--- src/base64_decoder_top_macros.svh ---
// ----------------------------------------------------------------------------
// base64_decoder_top_macros.svh
// Assertion helpers for the base64 decoder block.
// ----------------------------------------------------------------------------
`ifndef BASE64_DECODER_TOP_MACROS_SVH
`define BASE64_DECODER_TOP_MACROS_SVH

// Same-cycle implication, checked while out of reset.
`define B64D_ASSERT_NOW(label, clk, rstn, ante, cons, msg) \
    label: assert property (@(posedge clk) disable iff (!(rstn)) (ante) |-> (cons)) \
        else $error(msg);

// Next-cycle implication, checked while out of reset.
`define B64D_ASSERT_NEXT(label, clk, rstn, ante, cons, msg) \
    label: assert property (@(posedge clk) disable iff (!(rstn)) (ante) |=> (cons)) \
        else $error(msg);

`endif

--- src/b64d_pkg.sv ---
// ----------------------------------------------------------------------------
// b64d_pkg
// Shared types, constants and the character classifier of the base64 decoder.
// ----------------------------------------------------------------------------
package b64d_pkg;

    localparam int unsigned QUEUE_DEPTH_DEFAULT = 4;

    localparam logic [7:0] CHAR_PLUS  = 8'h2B;
    localparam logic [7:0] CHAR_SLASH = 8'h2F;
    localparam logic [7:0] CHAR_PAD   = 8'h3D;

    localparam logic [5:0] MASK_HI2 = 6'h30;
    localparam logic [5:0] MASK_LO4 = 6'h0F;
    localparam logic [5:0] MASK_MID = 6'h3C;
    localparam logic [5:0] MASK_LO2 = 6'h03;

    // One decoded request for the output side: one to three results.
    typedef struct packed {
        logic [2:0][7:0] bytes;     // result bytes, entry 0 goes out first
        logic [1:0]      last_idx;  // index of the final result of this request
        logic            marker;    // bare end marker, no data byte
        logic            str_end;   // request comes from the string's last char
    } b64d_job_t;

    // Front-end state, exported for checking.
    typedef struct packed {
        logic [1:0] count;
        logic       halted;
    } b64d_status_t;

    // Returns {valid, value}; valid is low for '=' and any non-alphabet byte.
    function automatic logic [6:0] sextet_of(input logic [7:0] c);
        logic [7:0] v;
        logic       ok;
        v  = 8'd0;
        ok = 1'b1;
        if (c inside {[8'h41:8'h5A]}) begin
            v = c - 8'h41;
        end else if (c inside {[8'h61:8'h7A]}) begin
            v = c - 8'h61 + 8'd26;
        end else if (c inside {[8'h30:8'h39]}) begin
            v = c - 8'h30 + 8'd52;
        end else if (c == CHAR_PLUS) begin
            v = 8'd62;
        end else if (c == CHAR_SLASH) begin
            v = 8'd63;
        end else begin
            ok = 1'b0;
        end
        return {ok, v[5:0]};
    endfunction

endpackage

--- src/b64d_front.sv ---
// ----------------------------------------------------------------------------
// b64d_front
// Accepts characters, tracks the sextet group and builds output requests.
// ----------------------------------------------------------------------------
module b64d_front
    import b64d_pkg::*;
(
    input  logic         aclk,
    input  logic         aresetn,
    input  logic         s_valid,
    output logic         s_ready,
    input  logic [7:0]   s_char_byte,
    input  logic         s_last_char,
    input  logic         q_full,
    output logic         q_push,
    output b64d_job_t    q_data,
    output b64d_status_t status
);

    logic [2:0][5:0] buf_reg, buf_next;
    logic [1:0]      count_reg, count_next;
    logic            halted_reg, halted_next;
    logic [6:0]      cls;
    logic [5:0]      v;
    logic [1:0]      nb;
    logic            accept;
    logic [7:0]      b0, b1, b2;

    assign s_ready = !q_full;
    assign accept  = s_valid && s_ready;
    assign status  = '{count: count_reg, halted: halted_reg};

    always_comb begin
        cls         = sextet_of(s_char_byte);
        v           = cls[5:0];
        buf_next    = buf_reg;
        count_next  = count_reg;
        halted_next = halted_reg;
        nb          = 2'd0;
        if (!halted_reg) begin
            if (cls[6]) begin
                if (count_reg == 2'd3) begin
                    nb         = 2'd3;
                    count_next = 2'd0;
                end else begin
                    buf_next[count_reg] = v;
                    count_next          = count_reg + 2'd1;
                end
            end else begin
                nb          = (count_reg >= 2'd2) ? count_reg - 2'd1 : 2'd0;
                count_next  = 2'd0;
                halted_next = 1'b1;
            end
        end
        // The last character flushes whatever partial group is still held.
        if (s_last_char && count_next >= 2'd2) begin
            nb = count_next - 2'd1;
        end

        b0 = {buf_next[0], 2'((buf_next[1] & MASK_HI2) >> 4)};
        b1 = {buf_next[1][3:0] & MASK_LO4[3:0], 4'((buf_next[2] & MASK_MID) >> 2)};
        b2 = {buf_next[2][1:0] & MASK_LO2[1:0], v};

        q_data.marker   = (nb == 2'd0);
        q_data.last_idx = (nb == 2'd0) ? 2'd0 : nb - 2'd1;
        q_data.str_end  = s_last_char;
        q_data.bytes    = (nb == 2'd0) ? '0 : {b2, b1, b0};
        q_push          = accept && ((nb != 2'd0) || s_last_char);
    end

    always_ff @(posedge aclk) begin
        if (!aresetn) begin
            buf_reg    <= '0;
            count_reg  <= 2'd0;
            halted_reg <= 1'b0;
        end else if (accept) begin
            if (s_last_char) begin
                buf_reg    <= '0;
                count_reg  <= 2'd0;
                halted_reg <= 1'b0;
            end else begin
                buf_reg    <= buf_next;
                count_reg  <= count_next;
                halted_reg <= halted_next;
            end
        end
    end

endmodule

--- src/b64d_queue.sv ---
// ----------------------------------------------------------------------------
// b64d_queue
// Small request queue between the front end and the output sequencer.
// ----------------------------------------------------------------------------
module b64d_queue
    import b64d_pkg::*;
#(
    parameter int unsigned DEPTH = QUEUE_DEPTH_DEFAULT
) (
    input  logic      aclk,
    input  logic      aresetn,
    input  logic      push,
    input  b64d_job_t push_data,
    output logic      full,
    input  logic      pop,
    output b64d_job_t head,
    output logic      empty
);

    localparam int unsigned PW = (DEPTH > 1) ? $clog2(DEPTH) : 1;
    localparam int unsigned CW = $clog2(DEPTH + 1);

    b64d_job_t         mem_reg [DEPTH];
    logic [PW-1:0]     wr_ptr_reg, rd_ptr_reg;
    logic [CW-1:0]     count_reg;

    assign full  = (count_reg == CW'(DEPTH));
    assign empty = (count_reg == '0);
    assign head  = mem_reg[rd_ptr_reg];

    function automatic logic [PW-1:0] wrap_inc(input logic [PW-1:0] p);
        return (p == PW'(DEPTH - 1)) ? '0 : p + PW'(1);
    endfunction

    always_ff @(posedge aclk) begin
        if (push) begin
            mem_reg[wr_ptr_reg] <= push_data;
        end
    end

    always_ff @(posedge aclk) begin
        if (!aresetn) begin
            wr_ptr_reg <= '0;
            rd_ptr_reg <= '0;
            count_reg  <= '0;
        end else begin
            if (push) begin
                wr_ptr_reg <= wrap_inc(wr_ptr_reg);
            end
            if (pop) begin
                rd_ptr_reg <= wrap_inc(rd_ptr_reg);
            end
            if (push && !pop) begin
                count_reg <= count_reg + CW'(1);
            end else if (pop && !push) begin
                count_reg <= count_reg - CW'(1);
            end
        end
    end

endmodule

--- src/b64d_back.sv ---
// ----------------------------------------------------------------------------
// b64d_back
// Sequences each queued request into single results on the output channel.
// ----------------------------------------------------------------------------
module b64d_back
    import b64d_pkg::*;
(
    input  logic       aclk,
    input  logic       aresetn,
    input  b64d_job_t  head,
    input  logic       empty,
    output logic       pop,
    output logic       m_valid,
    input  logic       m_ready,
    output logic [7:0] m_out_byte,
    output logic       m_has_byte,
    output logic       m_string_end,
    output logic       m_run_last
);

    logic [1:0] idx_reg;
    logic       valid_reg;
    logic [7:0] byte_reg;
    logic       has_reg, end_reg, last_reg;
    logic       load, is_last;
    logic [7:0] sel_byte;

    assign load    = (!valid_reg || m_ready) && !empty;
    assign is_last = (idx_reg == head.last_idx);
    assign pop     = load && is_last;

    always_comb begin
        case (idx_reg)
            2'd0:    sel_byte = head.bytes[0];
            2'd1:    sel_byte = head.bytes[1];
            default: sel_byte = head.bytes[2];
        endcase
    end

    always_ff @(posedge aclk) begin
        if (!aresetn) begin
            valid_reg <= 1'b0;
            idx_reg   <= 2'd0;
        end else begin
            if (load) begin
                valid_reg <= 1'b1;
                idx_reg   <= is_last ? 2'd0 : idx_reg + 2'd1;
            end else if (m_ready) begin
                valid_reg <= 1'b0;
            end
        end
    end

    always_ff @(posedge aclk) begin
        if (load) begin
            byte_reg <= sel_byte;
            has_reg  <= !head.marker;
            end_reg  <= head.str_end && is_last;
            last_reg <= is_last;
        end
    end

    assign m_valid      = valid_reg;
    assign m_out_byte   = byte_reg;
    assign m_has_byte   = has_reg;
    assign m_string_end = end_reg;
    assign m_run_last   = last_reg;

endmodule

--- src/base64_decoder_top.sv ---
// ----------------------------------------------------------------------------
// base64_decoder_top
// Streaming base64 decoder: characters in, decoded bytes and end markers out.
// ----------------------------------------------------------------------------
// Usage:
// The input channel (s_valid/s_ready) takes one encoded character per request,
// with s_last_char high on the final character of a string. The output channel
// (m_valid/m_ready) carries one result per request: a decoded byte with
// m_has_byte high, or a bare end marker (m_has_byte low, byte zero).
// m_run_last flags the final result caused by one character and m_string_end
// the final result of a string.
// Results pass through the request queue and then the output register. The
// front end accepts one character every cycle while the request queue has
// room; the output sequencer sends one result per cycle while the receiver is
// ready, so a character that completes a group of four holds it for its three
// bytes. With QUEUE_DEPTH requests of buffering and a ready receiver, ordinary
// text (three bytes per four characters) sustains one character per cycle.
// When the receiver stalls, the output register holds its result, the queue
// fills, and only then does s_ready drop. Reset clears the group state, the
// queue and the output valid; the block is ready once reset is released.
// ----------------------------------------------------------------------------
`include "base64_decoder_top_macros.svh"

module base64_decoder_top
    import b64d_pkg::*;
#(
    parameter int unsigned QUEUE_DEPTH = QUEUE_DEPTH_DEFAULT
) (
    input  logic       aclk,
    input  logic       aresetn,
    input  logic       s_valid,
    output logic       s_ready,
    input  logic [7:0] s_char_byte,
    input  logic       s_last_char,
    output logic       m_valid,
    input  logic       m_ready,
    output logic [7:0] m_out_byte,
    output logic       m_has_byte,
    output logic       m_string_end,
    output logic       m_run_last
);

    // Requests handed from the classifier to the output sequencer.
    b64d_job_t    q_data, q_head;
    logic         q_push, q_pop, q_full, q_empty;
    b64d_status_t fe_status;

    // Front end: classifies each character and updates the group state.
    b64d_front u_front (
        .aclk        (aclk),
        .aresetn     (aresetn),
        .s_valid     (s_valid),
        .s_ready     (s_ready),
        .s_char_byte (s_char_byte),
        .s_last_char (s_last_char),
        .q_full      (q_full),
        .q_push      (q_push),
        .q_data      (q_data),
        .status      (fe_status)
    );

    // The queue lets the front keep taking characters while output stalls.
    b64d_queue #(
        .DEPTH (QUEUE_DEPTH)
    ) u_queue (
        .aclk      (aclk),
        .aresetn   (aresetn),
        .push      (q_push),
        .push_data (q_data),
        .full      (q_full),
        .pop       (q_pop),
        .head      (q_head),
        .empty     (q_empty)
    );

    // Back end: one result per cycle into the output register while the receiver is ready.
    b64d_back u_back (
        .aclk         (aclk),
        .aresetn      (aresetn),
        .head         (q_head),
        .empty        (q_empty),
        .pop          (q_pop),
        .m_valid      (m_valid),
        .m_ready      (m_ready),
        .m_out_byte   (m_out_byte),
        .m_has_byte   (m_has_byte),
        .m_string_end (m_string_end),
        .m_run_last   (m_run_last)
    );

    // A bare marker always closes both the character's run and the string.
    `B64D_ASSERT_NOW(a_marker_shape, aclk, aresetn, m_valid && !m_has_byte,
        m_string_end && m_run_last && (m_out_byte == 8'd0), "malformed end marker")

    // The end of a string is always the end of its character's run.
    `B64D_ASSERT_NOW(a_end_is_last, aclk, aresetn, m_valid && m_string_end,
        m_run_last, "string end without run end")

    // After the last character of a string the group state is clear.
    `B64D_ASSERT_NEXT(a_last_clears, aclk, aresetn, s_valid && s_ready && s_last_char,
        (fe_status.count == 2'd0) && !fe_status.halted, "state not cleared at string end")

    // A full queue must hold off the input side.
    `B64D_ASSERT_NOW(a_full_stalls, aclk, aresetn, q_full, !s_ready && !q_push,
        "request taken while queue full")

endmodule

--- config.mk ---
export PLATFORM = sky130hd
export DESIGN_NAME = base64_decoder_top
export DESIGN_NICKNAME = d
export VERILOG_FILES = /design/src/b64d_pkg.sv /design/src/b64d_front.sv /design/src/b64d_queue.sv /design/src/b64d_back.sv /design/src/base64_decoder_top.sv
export VERILOG_INCLUDE_DIRS = /design/src /design/src/src
export SDC_FILE = /design/constraint.sdc
export NUM_CORES = 1
export LEC_CHECK = 0
export ABC_CLOCK_PERIOD_IN_PS = 4100
export BUFFER_PORTS_ARGS = -buffer_cell sky130_fd_sc_hd__buf_2
export CAP_MARGIN = 10
export CORE_MARGIN = 5
export CORE_UTILIZATION = 50
export DETAILED_ROUTE_END_ITERATION = 10
export PLACE_DENSITY_LB_ADDON = 0.05
export SYNTH_ARGS = -nofsm -noshare
export SYNTH_HDL_FRONTEND = slang
export SYNTH_SLANG_ARGS = --single-unit
--- constraint.sdc ---
create_clock -name aclk -period 4.1 [get_ports aclk]
set_input_delay 0.41 -clock aclk [delete_from_list [all_inputs] [get_ports aclk]]
set_output_delay 0.41 -clock aclk [all_outputs]
set_load 0.1 [all_outputs]
==> metrics <==
Top cell by count, worst path=inv_1; RSZ-0062 raised after global routing=no; HP Class=in2reg; CP delay by family, top=compound AO/OA/AOI/OAI gates; Root Driver=clkbuf_16; RR Startpoint=u_front.count_reg[0]; Area Overhead vs Synth=14.86%; tightest hold margin=0.2722 ns; FFs w/ async S/R, synth=0; row count=43; Clock Latency Late Sink=0.42 ns; # setup viols final=0; Yosys cell types=62; Post-synth EDFFs=123; status=completed; largest net degree at the start of global routing=29; sum of buffers and inverters on the critical path=5; GR peak layer=met2; post-route cell area=8202 sq um; Final Critical Period=3.379 ns; period utilization=0.8242; Clock Path Buffers=2; gate count after technology mapping=512; number of max-cap violations=0; CP endpoint kind=flop; CTS clk-pin slew, worst paths=0.06 ns; CTS Buf Count=17; ANT cells=0; Iter 0 DRT Violations=312; Crit path required time=4.25 ns; share of cells above drive strength 1=0.2103; critical path arrival=3.53 ns; grt ovf=0; postcts setup bufs=0; core area=13,930 sq um; syn_area_per_cell=13.95 sq um; DR vias=4,449; Final HPWL DP=10.05 mm; Avg WL per Cell=21.02 um; RR Endpoint=u_queue.mem_reg[2][11]; Placer Congestion=0.8433; width of the die=129.5 um; DRC violations left=0; clk_skew=0.007472 ns; # resized after CTS=0; drt pass-1 iters=4; Net count, final=586; cts hold-fix bufs=0; Post-Route Setup TNS=0 ns; relative slew slack=0.4651; mapped cell area=7141 sq um; Clock Sinks=156; sequential share of the synthesized area=0.6098; f_max=0.2959 GHz; initial core utilization=0.5124; met3 Usage GRT=0.04905; Largest register FFs=112; met2 usage=0.3189; vias in the first global route=4,430; Routed Antenna Nets=0; final slew viol count=0; Port-buffer cells=25; actual slew at the worst max-slew pin=0.8023 ns; Post-DP Area=7506 sq um; crit path kind=in2reg; CP cell instances=buf_2, inv_1, ha_1, inv_1, o311ai_2, o21ai_2, nor2_1, inv_1, a22oi_1, ha_1, a21oi_1, o22ai_1, or4_4, a21oi_4, buf_12, a211oi_1; Synth Warn #=0; reg2reg path depth=11; fill count=1,118; Setup WS post-layout=0.7207 ns; Power Density=634.3 nW/um^2; Die H=129.5 um; CP max-delay cell=a211oi_1; post-DR vias/cell=6.004; Global Route Usage Sum=0.1997; internal reg-to-reg setup slack=0.96 ns; WP depth=16; Max stage delay on crit path=0.43 ns; Pleak=2.833 nW; Setup crit start=s_char_byte[2]; Die ar.=16,770 sq um; CTS H-tree lvls=4; met1 Use GR=0.2695; Yosys reg bits=156; IO Count=26; crit path capture=u_queue.mem_reg[2][16]; Worst setup SP type=input pin; Final Hold Violating Endpoints=0; top_reg_cell synth=edfxtp_1; Post-Syn Nets=550; crit-path max FO=28; first-pass GRT wire length=24.99 mm; TritonCTS clock tree=done; initial antenna violation count=0; Post-Place Worst Slack=0.2896 ns; drt total wl=15.58 mm; peak supply drop=0.3350 mV
cells by family (layout without fill, tap and decap cells):
kind of cell    after synthesis  in the layout  share of synthesized area
compound gates              112            112                     0.1179
xor+xnor                      6              6                   0.007359
fa+ha+maj                    25             25                    0.04486
buf+inv                      42             91                    0.02506
flops                       156            156                     0.6098
mux                          34             34                    0.09725
simple gates                137            137                    0.09777
report_power, final:
part           total [mW]  switching [mW]  internal, mW  leakage, nW
Combinational        1.41           0.993         0.415         1.05
Sequential           1.97          0.0700          1.90         1.45
Clock                1.82           0.620          1.20        0.333
Total                5.20            1.68          3.52         2.83
stage by stage:
stage	utilization	cells	power [mW]
CTS	0.5886	741	5.256
floorplan	-	512	3.125
detailed placement	0.5387	709	3.436
finish	0.5886	741	5.203
global placement	0.5387	709	3.425
global route	0.5886	741	5.436
synthesized netlist by cell type, types with 5 or more instances:
master	n	area share
a211oi_1	11	0.012
a21oi_1	20	0.014
a221o_1	8	0.011
a32o_1	7	0.0098
and2_1	10	0.0088
buf_2	8	0.0056
clkbuf_1	10	0.0053
dfxtp_1	33	0.093
edfxtp_1	123	0.52
ha_1	24	0.042
inv_1	19	0.010
mux4_2	28	0.088
nand2_1	30	0.016
nand2b_1	11	0.0096
nand3_1	14	0.0098
nor2_1	36	0.019
nor2b_1	12	0.011
nor3_1	5	0.0035
o211ai_1	5	0.0053
o21ai_0	17	0.012
o31ai_1	5	0.0053
worst min path at each step:
stage,slack [ns],cells after the start,from,to
after floorplan,0.44,2,u_front.buf_reg[13],u_front.buf_reg[13]
after global placement,0.45,2,u_front.buf_reg[1],u_front.buf_reg[1]
after detailed placement,0.46,2,u_front.buf_reg[13],u_front.buf_reg[13]
after CTS,0.25,4,m_ready,u_back.m_valid
after global routing,0.29,4,m_ready,u_back.m_valid
final,0.27,4,m_ready,u_back.m_valid
tightest hold or removal path, delay by kind of cell:
kind / cells / cell delay [ns]
compound gates: 1 / 0.07
buf+inv: 2 / 0.12
simple gates: 1 / 0.05
layer usage:
metal | up-vias | share of wire
li1 | 2068 | -
met5 | - | 0
met4 | 0 | 0.015
met2 | 116 | 0.49
met3 | 18 | 0.048
met1 | 2247 | 0.45
placed cells by master (no fill, tap or decap), types with 7 or more instances in the layout:
cell	instances
a211oi_1	11
a21oi_1	20
a221o_1	8
a32o_1	7
and2_1	10
buf_2	25
buf_4	13
bufinv_16	7
clkbuf_16	17
dfxtp_1	32
edfxtp_1	123
ha_1	24
inv_1	19
mux4_2	28
nand2_1	30
nand2b_1	11
nand3_1	14
nor2_1	36
nor2b_1	12
o21ai_0	17
area by class of cell:
| class | instances | area, sq um | share of cell area |
|---|---|---|---|
| Multi-Input combinational cell | 314 | 2608 | 0.3179 |
| Clock buffer | 17 | 425.4 | 0.05187 |
| Tap cell | 180 | 225.2 | 0.02746 |
| Inverter | 20 | 75.07 | 0.009153 |
| Clock inverter | 15 | 270.3 | 0.03295 |
| Sequential cell | 156 | 4355 | 0.5310 |
| Timing Repair Buffer | 39 | 242.7 | 0.02960 |
No activity file was read; power rests on OpenSTA's default activity.
